<file path="config.mk">
export PLATFORM = sky130hd
export DESIGN_NAME = null_data_script_formatter_core_flat
export DESIGN_NICKNAME = d
export VERILOG_FILES = /design/src/hw/rtl/ndsf_pkg.sv /design/src/hw/rtl/ndsf_in_if.sv /design/src/hw/rtl/ndsf_out_if.sv /design/src/hw/rtl/ndsf_cfg_if.sv /design/src/hw/rtl/ndsf_front.sv /design/src/hw/rtl/ndsf_queue.sv /design/src/hw/rtl/ndsf_back.sv /design/src/hw/rtl/null_data_script_formatter_core.sv /design/src/flat_wrapper.sv
export SDC_FILE = /design/constraint.sdc
export NUM_CORES = 1
export LEC_CHECK = 0
export BUFFER_PORTS_ARGS = -buffer_cell sky130_fd_sc_hd__buf_2
export CORE_UTILIZATION = 59
export CTS_BUF_LIST = sky130_fd_sc_hd__clkbuf_16
export CTS_CLUSTER_DIAMETER = 120
export DETAILED_ROUTE_END_ITERATION = 6
export PLACE_DENSITY_LB_ADDON = 0.08
export SLEW_MARGIN = 20
export SYNTH_ARGS = -nofsm -noshare
export SYNTH_HDL_FRONTEND = slang
export SYNTH_HIERARCHICAL = 1
export SYNTH_SLANG_ARGS = --single-unit
</file>
<file path="constraint.sdc">
create_clock -name clk -period 6.3 [get_ports clk]
set_input_delay 0.315 -clock clk [delete_from_list [all_inputs] [get_ports clk]]
set_output_delay 0.315 -clock clk [all_outputs]
set_load 0.03 [all_outputs]
</file>
<file path="src/hw/rtl/ndsf_pkg.sv">
// Shared types, codes and character tables of the null-data script formatter.
package ndsf_pkg;

  localparam int QDepth = 4;
  localparam int QAw    = $clog2(QDepth);

  // Command kinds queued from the parser to the text generator
  localparam logic [2:0] KIND_NONE  = 3'd0;  // no characters, status only
  localparam logic [2:0] KIND_HEAD  = 3'd1;  // opening keyword of the text
  localparam logic [2:0] KIND_ZERO  = 3'd2;  // " 0"
  localparam logic [2:0] KIND_PFX   = 3'd3;  // " 0x"
  localparam logic [2:0] KIND_NEG   = 3'd4;  // " -1"
  localparam logic [2:0] KIND_SMALL = 3'd5;  // " 1" .. " 16"
  localparam logic [2:0] KIND_HEX   = 3'd6;  // two hex digits of one data byte

  localparam logic [2:0] ST_OK          = 3'd0;
  localparam logic [2:0] ST_NOT_RETURN  = 3'd1;
  localparam logic [2:0] ST_TOO_LONG    = 3'd2;
  localparam logic [2:0] ST_BAD_OPCODE  = 3'd3;
  localparam logic [2:0] ST_NONMINIMAL  = 3'd4;
  localparam logic [2:0] ST_TRUNCATED   = 3'd5;
  localparam logic [2:0] ST_TOO_MANY    = 3'd6;

  localparam logic [7:0] OPC_RETURN    = 8'h6a;
  localparam logic [7:0] OPC_PUSHDATA1 = 8'h4c;
  localparam logic [7:0] OPC_1NEGATE   = 8'h4f;
  localparam logic [7:0] OPC_1         = 8'h51;
  localparam logic [7:0] OPC_16        = 8'h60;
  localparam logic [7:0] MAX_DIRECT    = 8'd75;
  localparam logic [7:0] NEG_ONE_BYTE  = 8'h81;
  localparam logic [7:0] SMALL_BASE    = 8'h50;

  localparam logic [0:0] CFG_MAX_BYTES  = 1'b0;
  localparam logic [0:0] CFG_MAX_PUSHES = 1'b1;

  typedef struct packed {
    logic [2:0] kind;
    logic [7:0] val;
    logic       has_status;
    logic [2:0] status;
    logic [7:0] length;
  } cmd_t;

  function automatic logic [7:0] hex_char(input logic [3:0] d);
    logic [7:0] c;
    if (d < 4'd10) begin
      c = 8'h30 + {4'd0, d};
    end else begin
      c = 8'h57 + {4'd0, d};
    end
    return c;
  endfunction

  function automatic logic [7:0] head_char(input logic [3:0] idx);
    logic [7:0] c;
    case (idx)
      4'd0:    c = "O";
      4'd1:    c = "P";
      4'd2:    c = "_";
      4'd3:    c = "R";
      4'd4:    c = "E";
      4'd5:    c = "T";
      4'd6:    c = "U";
      4'd7:    c = "R";
      default: c = "N";
    endcase
    return c;
  endfunction

  function automatic logic [3:0] char_count(input logic [2:0] kind, input logic [7:0] val);
    logic [3:0] n;
    case (kind)
      KIND_HEAD:  n = 4'd9;
      KIND_ZERO:  n = 4'd2;
      KIND_PFX:   n = 4'd3;
      KIND_NEG:   n = 4'd3;
      KIND_SMALL: n = ((val - SMALL_BASE) >= 8'd10) ? 4'd3 : 4'd2;
      KIND_HEX:   n = 4'd2;
      default:    n = 4'd0;
    endcase
    return n;
  endfunction

  function automatic logic [7:0] cmd_char(input logic [2:0] kind, input logic [7:0] val,
                                          input logic [3:0] idx);
    logic [7:0] c;
    logic [7:0] v;
    v = val - SMALL_BASE;
    c = 8'h20;
    case (kind)
      KIND_HEAD: c = head_char(idx);
      KIND_ZERO: c = (idx == 4'd0) ? 8'h20 : "0";
      KIND_PFX: begin
        case (idx)
          4'd0:    c = 8'h20;
          4'd1:    c = "0";
          default: c = "x";
        endcase
      end
      KIND_NEG: begin
        case (idx)
          4'd0:    c = 8'h20;
          4'd1:    c = "-";
          default: c = "1";
        endcase
      end
      KIND_SMALL: begin
        if (idx == 4'd0) begin
          c = 8'h20;
        end else if (v >= 8'd10) begin
          c = (idx == 4'd1) ? "1" : (8'h30 + (v - 8'd10));
        end else begin
          c = 8'h30 + v;
        end
      end
      KIND_HEX: c = (idx == 4'd0) ? hex_char(val[7:4]) : hex_char(val[3:0]);
      default:  c = 8'h00;
    endcase
    return c;
  endfunction

endpackage

</file>
<file path="src/hw/rtl/ndsf_in_if.sv">
// Input byte channel of the formatter.
interface ndsf_in_if;
  logic       valid;
  logic       ready;
  logic [7:0] script_byte;
  logic       last_byte;

  modport source(output valid, output script_byte, output last_byte, input ready);
  modport sink(input valid, input script_byte, input last_byte, output ready);
endinterface

</file>
<file path="src/hw/rtl/ndsf_out_if.sv">
// Result channel of the formatter: text characters and the final status.
interface ndsf_out_if;
  logic       valid;
  logic       ready;
  logic [7:0] out_char;
  logic       char_valid;
  logic       status_valid;
  logic [2:0] status;
  logic [7:0] text_length;
  logic       run_last;

  modport source(output valid, output out_char, output char_valid, output status_valid,
                 output status, output text_length, output run_last, input ready);
  modport sink(input valid, input out_char, input char_valid, input status_valid,
               input status, input text_length, input run_last, output ready);
endinterface

</file>
<file path="src/hw/rtl/ndsf_cfg_if.sv">
// Configuration write channel of the formatter.
interface ndsf_cfg_if;
  logic       valid;
  logic       ready;
  logic [0:0] index;
  logic [7:0] data;

  modport source(output valid, output index, output data, input ready);
  modport sink(input valid, input index, input data, output ready);
endinterface

</file>
<file path="src/hw/rtl/ndsf_front.sv">
// Script parser: checks each byte, tracks push state and queues at most one text command per byte.
module ndsf_front (
  input  logic              clk,
  input  logic              rst,
  input  logic [7:0]        max_script_bytes,
  input  logic [3:0]        max_push_count,
  ndsf_in_if.sink           byte_in,
  input  logic              q_full,
  output logic              q_push,
  output ndsf_pkg::cmd_t    q_cmd
);

  localparam logic [1:0] PH_RETURN = 2'd0;
  localparam logic [1:0] PH_OPCODE = 2'd1;
  localparam logic [1:0] PH_LENGTH = 2'd2;
  localparam logic [1:0] PH_DATA   = 2'd3;

  logic [1:0] phase, phase_next;
  logic [7:0] byte_count, byte_count_next;
  logic [7:0] data_remaining, data_remaining_next;
  logic       single_byte_push, single_byte_push_next;
  logic [3:0] push_count, push_count_next;
  logic [2:0] error_code, error_code_next;
  logic [7:0] chars_emitted, chars_emitted_next;
  logic       accept;
  logic [2:0] kind;
  logic [8:0] chars_sum;

  assign byte_in.ready = !q_full;
  assign accept        = byte_in.valid && !q_full;

  always_comb begin
    logic [7:0] b;
    logic       over;
    logic [7:0] dr;
    b = byte_in.script_byte;
    over = byte_count >= max_script_bytes;
    phase_next            = phase;
    data_remaining_next   = data_remaining;
    single_byte_push_next = single_byte_push;
    push_count_next       = push_count;
    error_code_next       = error_code;
    kind                  = ndsf_pkg::KIND_NONE;
    dr                    = data_remaining;
    byte_count_next = (byte_count != 8'hff) ? byte_count + 8'd1 : byte_count;

    if (phase == PH_RETURN) begin
      phase_next = PH_OPCODE;
      if (b != ndsf_pkg::OPC_RETURN) begin
        error_code_next = ndsf_pkg::ST_NOT_RETURN;
      end else if (over) begin
        error_code_next = ndsf_pkg::ST_TOO_LONG;
      end else begin
        kind = ndsf_pkg::KIND_HEAD;
      end
    end else begin
      if (over && error_code != ndsf_pkg::ST_NOT_RETURN) begin
        error_code_next = ndsf_pkg::ST_TOO_LONG;
      end
      if (error_code_next == ndsf_pkg::ST_OK) begin
        case (phase)
          PH_OPCODE: begin
            if (push_count >= max_push_count) begin
              error_code_next = ndsf_pkg::ST_TOO_MANY;
            end else if (b == 8'd0) begin
              kind = ndsf_pkg::KIND_ZERO;
              push_count_next = push_count + 4'd1;
            end else if (b <= ndsf_pkg::MAX_DIRECT || b == ndsf_pkg::OPC_PUSHDATA1) begin
              kind = ndsf_pkg::KIND_PFX;
              if (b == ndsf_pkg::OPC_PUSHDATA1) begin
                phase_next = PH_LENGTH;
              end else begin
                data_remaining_next   = b;
                single_byte_push_next = (b == 8'd1);
                phase_next            = PH_DATA;
              end
            end else if (b == ndsf_pkg::OPC_1NEGATE) begin
              kind = ndsf_pkg::KIND_NEG;
              push_count_next = push_count + 4'd1;
            end else if (b >= ndsf_pkg::OPC_1 && b <= ndsf_pkg::OPC_16) begin
              kind = ndsf_pkg::KIND_SMALL;
              push_count_next = push_count + 4'd1;
            end else begin
              error_code_next = ndsf_pkg::ST_BAD_OPCODE;
            end
          end
          PH_LENGTH: begin
            if (b <= ndsf_pkg::MAX_DIRECT) begin
              error_code_next = ndsf_pkg::ST_NONMINIMAL;
            end else begin
              data_remaining_next   = b;
              single_byte_push_next = 1'b0;
              phase_next            = PH_DATA;
            end
          end
          default: begin
            if (single_byte_push &&
                (b == ndsf_pkg::NEG_ONE_BYTE || (b >= 8'd1 && b <= 8'd16))) begin
              error_code_next = ndsf_pkg::ST_NONMINIMAL;
            end else begin
              kind = ndsf_pkg::KIND_HEX;
              if (dr != 8'd0) begin
                dr = dr - 8'd1;
              end
              data_remaining_next = dr;
              if (dr == 8'd0) begin
                single_byte_push_next = 1'b0;
                push_count_next       = push_count + 4'd1;
                phase_next            = PH_OPCODE;
              end
            end
          end
        endcase
      end
    end

    // Saturate the text length at 255
    chars_sum = {1'b0, chars_emitted} + {5'd0, ndsf_pkg::char_count(kind, b)};
    chars_emitted_next = chars_sum[8] ? 8'hff : chars_sum[7:0];

    if (byte_in.last_byte && error_code_next == ndsf_pkg::ST_OK &&
        (phase_next == PH_LENGTH || phase_next == PH_DATA)) begin
      error_code_next = ndsf_pkg::ST_TRUNCATED;
    end

    q_cmd.kind       = kind;
    q_cmd.val        = b;
    q_cmd.has_status = byte_in.last_byte;
    q_cmd.status     = error_code_next;
    q_cmd.length     = (error_code_next == ndsf_pkg::ST_OK) ? chars_emitted_next : 8'd0;
    q_push = accept && (kind != ndsf_pkg::KIND_NONE || byte_in.last_byte);

    // Return to the start state after the final byte
    if (byte_in.last_byte) begin
      phase_next            = PH_RETURN;
      byte_count_next       = 8'd0;
      data_remaining_next   = 8'd0;
      single_byte_push_next = 1'b0;
      push_count_next       = 4'd0;
      error_code_next       = ndsf_pkg::ST_OK;
      chars_emitted_next    = 8'd0;
    end
  end

  always_ff @(posedge clk) begin
    if (rst) begin
      phase            <= PH_RETURN;
      byte_count       <= 8'd0;
      data_remaining   <= 8'd0;
      single_byte_push <= 1'b0;
      push_count       <= 4'd0;
      error_code       <= ndsf_pkg::ST_OK;
      chars_emitted    <= 8'd0;
    end else if (accept) begin
      phase            <= phase_next;
      byte_count       <= byte_count_next;
      data_remaining   <= data_remaining_next;
      single_byte_push <= single_byte_push_next;
      push_count       <= push_count_next;
      error_code       <= error_code_next;
      chars_emitted    <= chars_emitted_next;
    end
  end

endmodule

</file>
<file path="src/hw/rtl/ndsf_queue.sv">
// Short command queue between the parser and the text generator.
module ndsf_queue (
  input  logic              clk,
  input  logic              rst,
  input  logic              push,
  input  ndsf_pkg::cmd_t    push_cmd,
  output logic              full,
  output logic              head_valid,
  output ndsf_pkg::cmd_t    head_cmd,
  input  logic              pop
);

  ndsf_pkg::cmd_t            mem [ndsf_pkg::QDepth];
  logic [ndsf_pkg::QAw-1:0]  wr_ptr;
  logic [ndsf_pkg::QAw-1:0]  rd_ptr;
  logic [ndsf_pkg::QAw:0]    count;
  logic                      do_push;
  logic                      do_pop;

  assign full       = count == (ndsf_pkg::QAw+1)'(ndsf_pkg::QDepth);
  assign head_valid = count != '0;
  assign head_cmd   = mem[rd_ptr];
  assign do_push    = push && !full;
  assign do_pop     = pop && head_valid;

  always_ff @(posedge clk) begin
    if (do_push) begin
      mem[wr_ptr] <= push_cmd;
    end
  end

  always_ff @(posedge clk) begin
    if (rst) begin
      wr_ptr <= '0;
      rd_ptr <= '0;
      count  <= '0;
    end else begin
      if (do_push) begin
        wr_ptr <= wr_ptr + 1'b1;
      end
      if (do_pop) begin
        rd_ptr <= rd_ptr + 1'b1;
      end
      case ({do_push, do_pop})
        2'b10:   count <= count + 1'b1;
        2'b01:   count <= count - 1'b1;
        default: count <= count;
      endcase
    end
  end

endmodule

</file>
<file path="src/hw/rtl/ndsf_back.sv">
// Text generator: expands queued commands, one registered result per cycle unless stalled.
module ndsf_back (
  input  logic              clk,
  input  logic              rst,
  input  logic              head_valid,
  input  ndsf_pkg::cmd_t    head_cmd,
  output logic              pop,
  ndsf_out_if.source        char_out
);

  logic [3:0] idx;
  logic [3:0] nchars;
  logic [3:0] total;
  logic       load;
  logic       at_end;

  assign nchars = ndsf_pkg::char_count(head_cmd.kind, head_cmd.val);
  assign total  = nchars + {3'd0, head_cmd.has_status};
  assign load   = head_valid && (!char_out.valid || char_out.ready);
  assign at_end = idx == total - 4'd1;
  assign pop    = load && at_end;

  always_ff @(posedge clk) begin
    if (rst) begin
      char_out.valid <= 1'b0;
      idx            <= 4'd0;
    end else if (load) begin
      char_out.valid <= 1'b1;
      idx            <= at_end ? 4'd0 : idx + 4'd1;
    end else if (char_out.ready) begin
      char_out.valid <= 1'b0;
    end
  end

  always_ff @(posedge clk) begin
    if (load) begin
      char_out.run_last <= at_end;
      if (idx < nchars) begin
        char_out.out_char     <= ndsf_pkg::cmd_char(head_cmd.kind, head_cmd.val, idx);
        char_out.char_valid   <= 1'b1;
        char_out.status_valid <= 1'b0;
        char_out.status       <= ndsf_pkg::ST_OK;
        char_out.text_length  <= 8'd0;
      end else begin
        char_out.out_char     <= 8'd0;
        char_out.char_valid   <= 1'b0;
        char_out.status_valid <= 1'b1;
        char_out.status       <= head_cmd.status;
        char_out.text_length  <= head_cmd.length;
      end
    end
  end

endmodule

</file>
<file path="src/hw/rtl/null_data_script_formatter_core.sv">
// Top level of the null-data script formatter: config registers, parser, queue, text generator.
// A byte transfer reaches its first result through the queue write, then the output register.
// Throughput: one script byte per cycle while the queue has room; each byte then causes results
//   (2 for a data byte, up to 9 for the return opcode, +1 for status).
// The 4-entry command queue absorbs the difference; the single-result output port sets the rate.
// Reset (rst, synchronous): parser state to the start of a script, queue and output emptied,
//   max_script_bytes to 83 and max_push_count to 5.
module null_data_script_formatter_core (
  input  logic       clk,
  input  logic       rst,
  ndsf_cfg_if.sink   cfg,
  ndsf_in_if.sink    byte_in,
  ndsf_out_if.source char_out
);

  logic [7:0]      max_script_bytes;
  logic [3:0]      max_push_count;
  logic            q_push;
  logic            q_full;
  logic            head_valid;
  logic            pop;
  ndsf_pkg::cmd_t  q_cmd;
  ndsf_pkg::cmd_t  head_cmd;

  assign cfg.ready = 1'b1;

  always_ff @(posedge clk) begin
    if (rst) begin
      max_script_bytes <= 8'd83;
      max_push_count   <= 4'd5;
    end else if (cfg.valid) begin
      case (cfg.index)
        ndsf_pkg::CFG_MAX_BYTES:  max_script_bytes <= cfg.data;
        ndsf_pkg::CFG_MAX_PUSHES: max_push_count   <= cfg.data[3:0];
        default: ;
      endcase
    end
  end

  ndsf_front u_front (
    .clk              (clk),
    .rst              (rst),
    .max_script_bytes (max_script_bytes),
    .max_push_count   (max_push_count),
    .byte_in          (byte_in),
    .q_full           (q_full),
    .q_push           (q_push),
    .q_cmd            (q_cmd)
  );

  ndsf_queue u_queue (
    .clk        (clk),
    .rst        (rst),
    .push       (q_push),
    .push_cmd   (q_cmd),
    .full       (q_full),
    .head_valid (head_valid),
    .head_cmd   (head_cmd),
    .pop        (pop)
  );

  ndsf_back u_back (
    .clk        (clk),
    .rst        (rst),
    .head_valid (head_valid),
    .head_cmd   (head_cmd),
    .pop        (pop),
    .char_out   (char_out)
  );

  a_status_ends_run: assert property (@(posedge clk) disable iff (rst)
    char_out.valid && char_out.status_valid |-> !char_out.char_valid && char_out.run_last)
    else $error("status result not marked as last of its run");

  a_error_no_length: assert property (@(posedge clk) disable iff (rst)
    char_out.valid && char_out.status_valid && char_out.status != ndsf_pkg::ST_OK
      |-> char_out.text_length == 8'd0)
    else $error("error status carries a text length");

  a_char_no_status: assert property (@(posedge clk) disable iff (rst)
    char_out.valid && char_out.char_valid |-> !char_out.status_valid)
    else $error("character result flagged as status");

  a_reset_empty: assert property (@(posedge clk) $past(rst) |-> !char_out.valid)
    else $error("result valid right after reset");

endmodule
</file>
<file path="src/flat_wrapper.sv">
// flat-port wrapper written by rule: the top's interface ports become plain ports
module null_data_script_formatter_core_flat 
  (clk, rst, cfg_valid, cfg_index, cfg_data, cfg_ready, byte_in_valid, byte_in_script_byte, byte_in_last_byte, byte_in_ready, char_out_valid, char_out_out_char, char_out_char_valid, char_out_status_valid, char_out_status, char_out_text_length, char_out_run_last, char_out_ready);
  ndsf_cfg_if cfg_i ();
  ndsf_in_if byte_in_i ();
  ndsf_out_if char_out_i ();
  input  logic clk;
  input  logic rst;
  input wire logic [$bits(cfg_i.valid)-1:0] cfg_valid;
  input wire logic [$bits(cfg_i.index)-1:0] cfg_index;
  input wire logic [$bits(cfg_i.data)-1:0] cfg_data;
  output wire logic [$bits(cfg_i.ready)-1:0] cfg_ready;
  input wire logic [$bits(byte_in_i.valid)-1:0] byte_in_valid;
  input wire logic [$bits(byte_in_i.script_byte)-1:0] byte_in_script_byte;
  input wire logic [$bits(byte_in_i.last_byte)-1:0] byte_in_last_byte;
  output wire logic [$bits(byte_in_i.ready)-1:0] byte_in_ready;
  output wire logic [$bits(char_out_i.valid)-1:0] char_out_valid;
  output wire logic [$bits(char_out_i.out_char)-1:0] char_out_out_char;
  output wire logic [$bits(char_out_i.char_valid)-1:0] char_out_char_valid;
  output wire logic [$bits(char_out_i.status_valid)-1:0] char_out_status_valid;
  output wire logic [$bits(char_out_i.status)-1:0] char_out_status;
  output wire logic [$bits(char_out_i.text_length)-1:0] char_out_text_length;
  output wire logic [$bits(char_out_i.run_last)-1:0] char_out_run_last;
  input wire logic [$bits(char_out_i.ready)-1:0] char_out_ready;
  assign cfg_i.valid = cfg_valid;
  assign cfg_i.index = cfg_index;
  assign cfg_i.data = cfg_data;
  assign cfg_ready = cfg_i.ready;
  assign byte_in_i.valid = byte_in_valid;
  assign byte_in_i.script_byte = byte_in_script_byte;
  assign byte_in_i.last_byte = byte_in_last_byte;
  assign byte_in_ready = byte_in_i.ready;
  assign char_out_valid = char_out_i.valid;
  assign char_out_out_char = char_out_i.out_char;
  assign char_out_char_valid = char_out_i.char_valid;
  assign char_out_status_valid = char_out_i.status_valid;
  assign char_out_status = char_out_i.status;
  assign char_out_text_length = char_out_i.text_length;
  assign char_out_run_last = char_out_i.run_last;
  assign char_out_i.ready = char_out_ready;
  null_data_script_formatter_core u_core (.clk(clk), .rst(rst), .cfg(cfg_i), .byte_in(byte_in_i), .char_out(char_out_i));
endmodule
</file>
==> flow_summary.toml <==
[yosys]
synth_edf_count = 114
syn_inst = 923
synthArstFlopShare = 0
synthMuxAreaShare = 0.0733
synthAdderAreaFrac = 0.0646
synthSimpleGateAreaFrac = 0.161
yosys_warnings = 6
synth_compound_area_frac = 0.144
synth_xor_area_frac = 0.0264
ys_types = 96
syn_avg_cell_area_um2 = 10.7
yosysSeqAreaShare = 0.476
netlist_area_um2 = 9920
synth_ff_type = "edfxtp_1"
synth_top_family_by_area = "simple AND/OR/NAND/NOR gates"
synth_seq_cells = 179
syn-num-nets = 996

[cells_and_area]
final_net_count = 1016
final.fill_count = 1286
multiInputGateArea_um2 = 4670
regArea_um2 = 4720
area_growth_syn_to_layout_pct = 8.55
antenna-diode-count = 0
layout-drive-gt1-share = 0.141

[placed_design]
gp_congestion = 0.889
io_buffers = 46
place_hpwl_um = 14900

[floorplan]
floorplan.core_area_um2 = 16500
fp.dieW_um = 132
die_area_um2 = 17300
num_io_pins = 48
die_h_um = 132
rows = 47
initial_core_util = 0.600

[clocking]
clock_latency_ns = 0.43
ctsHoldBuffers = 0
numCtsBuffers = 17
clkTransAtPathRegs_ns = 0.07
post_cts_buffers = 0
post_cts_resized = 0
clock_path_buffers = 2
ctsHtreeMaxLevel = 4
clkSinkCount = 179
cts_tree = "yes"
cts-root-buf = "clkbuf_16"

[global_routing]
grt.overflow.total = 0
grt_max_degree = 37
grt_first_pass_wirelength_um = 34500
antenna_found_initial = 0
grt_pass1_vias = 7000
grt_use_total = 0.252

[job]
cap_violations = 0

[power]
pwr-share-clk = 0.363
internal_power_uw = 2050
power_frac_seq = 0.464
vdd_drop_max_mv = 0.251
p_sw_frac = 0.291
switchingPower_uw = 841
leakage_uw = 0.00397
power_density_nw_per_um2 = 268
combPwrFrac = 0.173

[run_status]
outcome = "complete, no violations"

[drt]
vias = 7282
remaining_drc_errors = 0
drtIter0Drc = 538
avgRoutedWirePerCell_um = 18.1
routed_wl_um = 21200
firstDrtPassIters = 5
vias_per_cell = 6.19
drtAntennaViolNets = 0

[timing]
fin_crit_sh = 0.884
finalSetupTns_ns = 0
fmax_mhz = 180
relSlewSlack = 0.333
hold_violations = 0
skew_ns = 0.0123
min_period_ns = 5.57
rsz0062_at_grt = "false"
finalSetupViolCount = 0
hold-worst-slack_ns = 0.132
drv_slew = 0
tightest_slew_ns = 0.975

[setup_path]
ff2ff_path_depth = 15
critPathMaxFanout = 23
max_stage_delay_ns = 0.94
worstPathArrival_ns = 5.66
worstSetupEndpointType = "flip-flop"
crit_slowest_cell = "a2111oi_0"
critPathKind = "reg2reg"
start_kind = "flip-flop"
worst_ep_required_time_ns = 6.39
crit_path_cell_trace = "inv_1, ha_1, nand2_1, nor2_1, nand2_1, o32ai_1, mux2_2, ha_1, inv_1, fa_1, nor2b_1, a21o_1, and2_1, nand4_1, a2111oi_0"

[hold_path]
holdPathStages = 3
worstHoldPathType = "in2reg"
## worst paths after layout
| check | startpoint | to | slack (ns) |
|---|---|---|---|
| min | cfg_data[6] | u_core/max_script_bytes[6]$_SDFFE_PP1P_ | 0.13 |
| max | u_core/u_front/phase[1]$_SDFFE_PP0P_ | u_core/u_queue/mem[2][5]$_DFFE_PP_ | 0.73 |
| min reg2reg | u_core/max_push_count[2]$_SDFFE_PP1P_ | u_core/max_push_count[2]$_SDFFE_PP1P_ | 0.47 |
| max reg2reg | u_core/u_front/phase[1]$_SDFFE_PP0P_ | u_core/u_queue/mem[2][5]$_DFFE_PP_ | 0.73 |
## routing by layer
layer | wire length (µm) | global-route usage | part of all wire | up-vias
li1 | - | - | - | 3460
met1 | 9070 | 0.317 | 0.43 | 3507
met2 | 10500 | 0.428 | 0.49 | 265
met3 | 1120 | 0.0459 | 0.053 | 50
met4 | 552 | 0.103 | 0.026 | 0
met5 | 0 | 0 | 0 | -
## power by group through the flow
stage | Combinational (µW) | Clock, µW | Sequential [µW]
2_1_floorplan | 341 | 0 | 1400
3_3_place_gp | 489 | 0 | 1370
3_5_place_dp | 495 | 0 | 1370
4_1_cts | 497 | 1070 | 1340
5_1_grt | 548 | 1110 | 1350
6_report | 500 | 1050 | 1340
## kinds of logic after synthesis
kind of cell	Yosys count
other	1
DFF	179
adders and majority gates	50
muxes	41
buffers and inverters	112
and+or+nand+nor	303
AOI/OAI and AO/OA	208
xor gates and xnor gates	29
## state kept, by name, summed over array words and instances (netlist names), 3 cells and up, named ones only
name	flops
u_core/u_front/chars_emitted	8
u_core/u_front/byte_count	8
u_core/max_script_bytes	8
u_core/u_front/data_remaining	8
u_core/u_front/push_count	4
u_core/u_back/idx	4
u_core/u_queue/mem	92
u_core/max_push_count	4
u_core/u_back/char_out.status	3
u_core/u_queue/count	3
u_core/u_back/char_out.text_length	8
u_core/u_back/char_out.out_char	8
u_core/u_front/error_code	3
## critical path, delay by kind of cell (launching register included)
kind	cells	cell delay [ns]
fa+ha+maj	3	1.33
simple gates	6	1.25
compound gates	3	1.81
flops	1	0.39
mux	1	0.29
buf+inv	2	0.16
## layout by cell type (no fill, tap or decap), drive strengths merged, types with 24 or more instances in the layout
cell	instances
nor2	77
dfxtp	65
a21oi	55
nand3	24
o21ai	41
buf	55
ha	48
edfxtp	114
and2	24
inv	64
nand2	61
## area by class of cell
class,count,area share
clock inverters,15,0.0148
repair buffers,55,0.0277
well taps,220,0.0256
flip-flops and latches,179,0.439
clock buffers,17,0.0395
multi-input cells,632,0.433
inverters,58,0.0202
## synthesized netlist by cell type, types with 4 or more instances
| cell type | instances | area, µm² |
|---|---|---|
| and2_1 | 23 | 144 |
| o31ai_1 | 5 | 37.5 |
| or3_1 | 10 | 62.6 |
| o21a_1 | 5 | 37.5 |
| nand2_1 | 61 | 229 |
| buf_2 | 11 | 55.1 |
| a31o_2 | 4 | 35.0 |
| nor2b_1 | 13 | 81.3 |
| o21ai_0 | 38 | 190 |
| nor2_1 | 77 | 289 |
| a2bb2oi_1 | 4 | 35.0 |
| nand4bb_1 | 4 | 45.0 |
| nand3_1 | 24 | 120 |
| nor3_1 | 21 | 105 |
| o211ai_1 | 6 | 45.0 |
| dfxtp_1 | 65 | 1300 |
| inv_1 | 53 | 199 |
| nand2b_1 | 17 | 106 |
| mux4_2 | 20 | 450 |
| a22oi_1 | 7 | 52.6 |
| a41oi_1 | 4 | 35.0 |
| nor4_1 | 8 | 50.1 |
| o22ai_1 | 4 | 25.0 |
| and3_1 | 7 | 43.8 |
| mux2i_1 | 13 | 130 |
| a21o_1 | 6 | 45.0 |
| a211oi_1 | 11 | 82.6 |
| edfxtp_1 | 114 | 3420 |
| nand4_1 | 8 | 50.1 |
| xor2_1 | 13 | 114 |
| clkbuf_1 | 25 | 93.8 |
| a21oi_1 | 54 | 270 |
| ha_1 | 48 | 601 |
| a31oi_1 | 14 | 87.6 |
| buf_4 | 10 | 75.1 |
| nor3b_1 | 5 | 37.5 |
| xnor2_1 | 15 | 131 |
## metrics by stage
stage | utilization | std cells | worst slack [ns] | area (µm²) | total power, µW
after floorplan | - | 923 | 1.29 | 9920 | 1740
after global placement | 0.616 | 1144 | 0.970 | 10200 | 1850
after detailed placement | 0.616 | 1144 | 0.791 | 10200 | 1860
after CTS | 0.651 | 1176 | 0.755 | 10800 | 2910
after global routing | 0.651 | 1176 | 0.195 | 10800 | 3010
final | 0.651 | 1176 | 0.729 | 10800 | 2890
No activity file was read; power rests on OpenSTA's default activity.
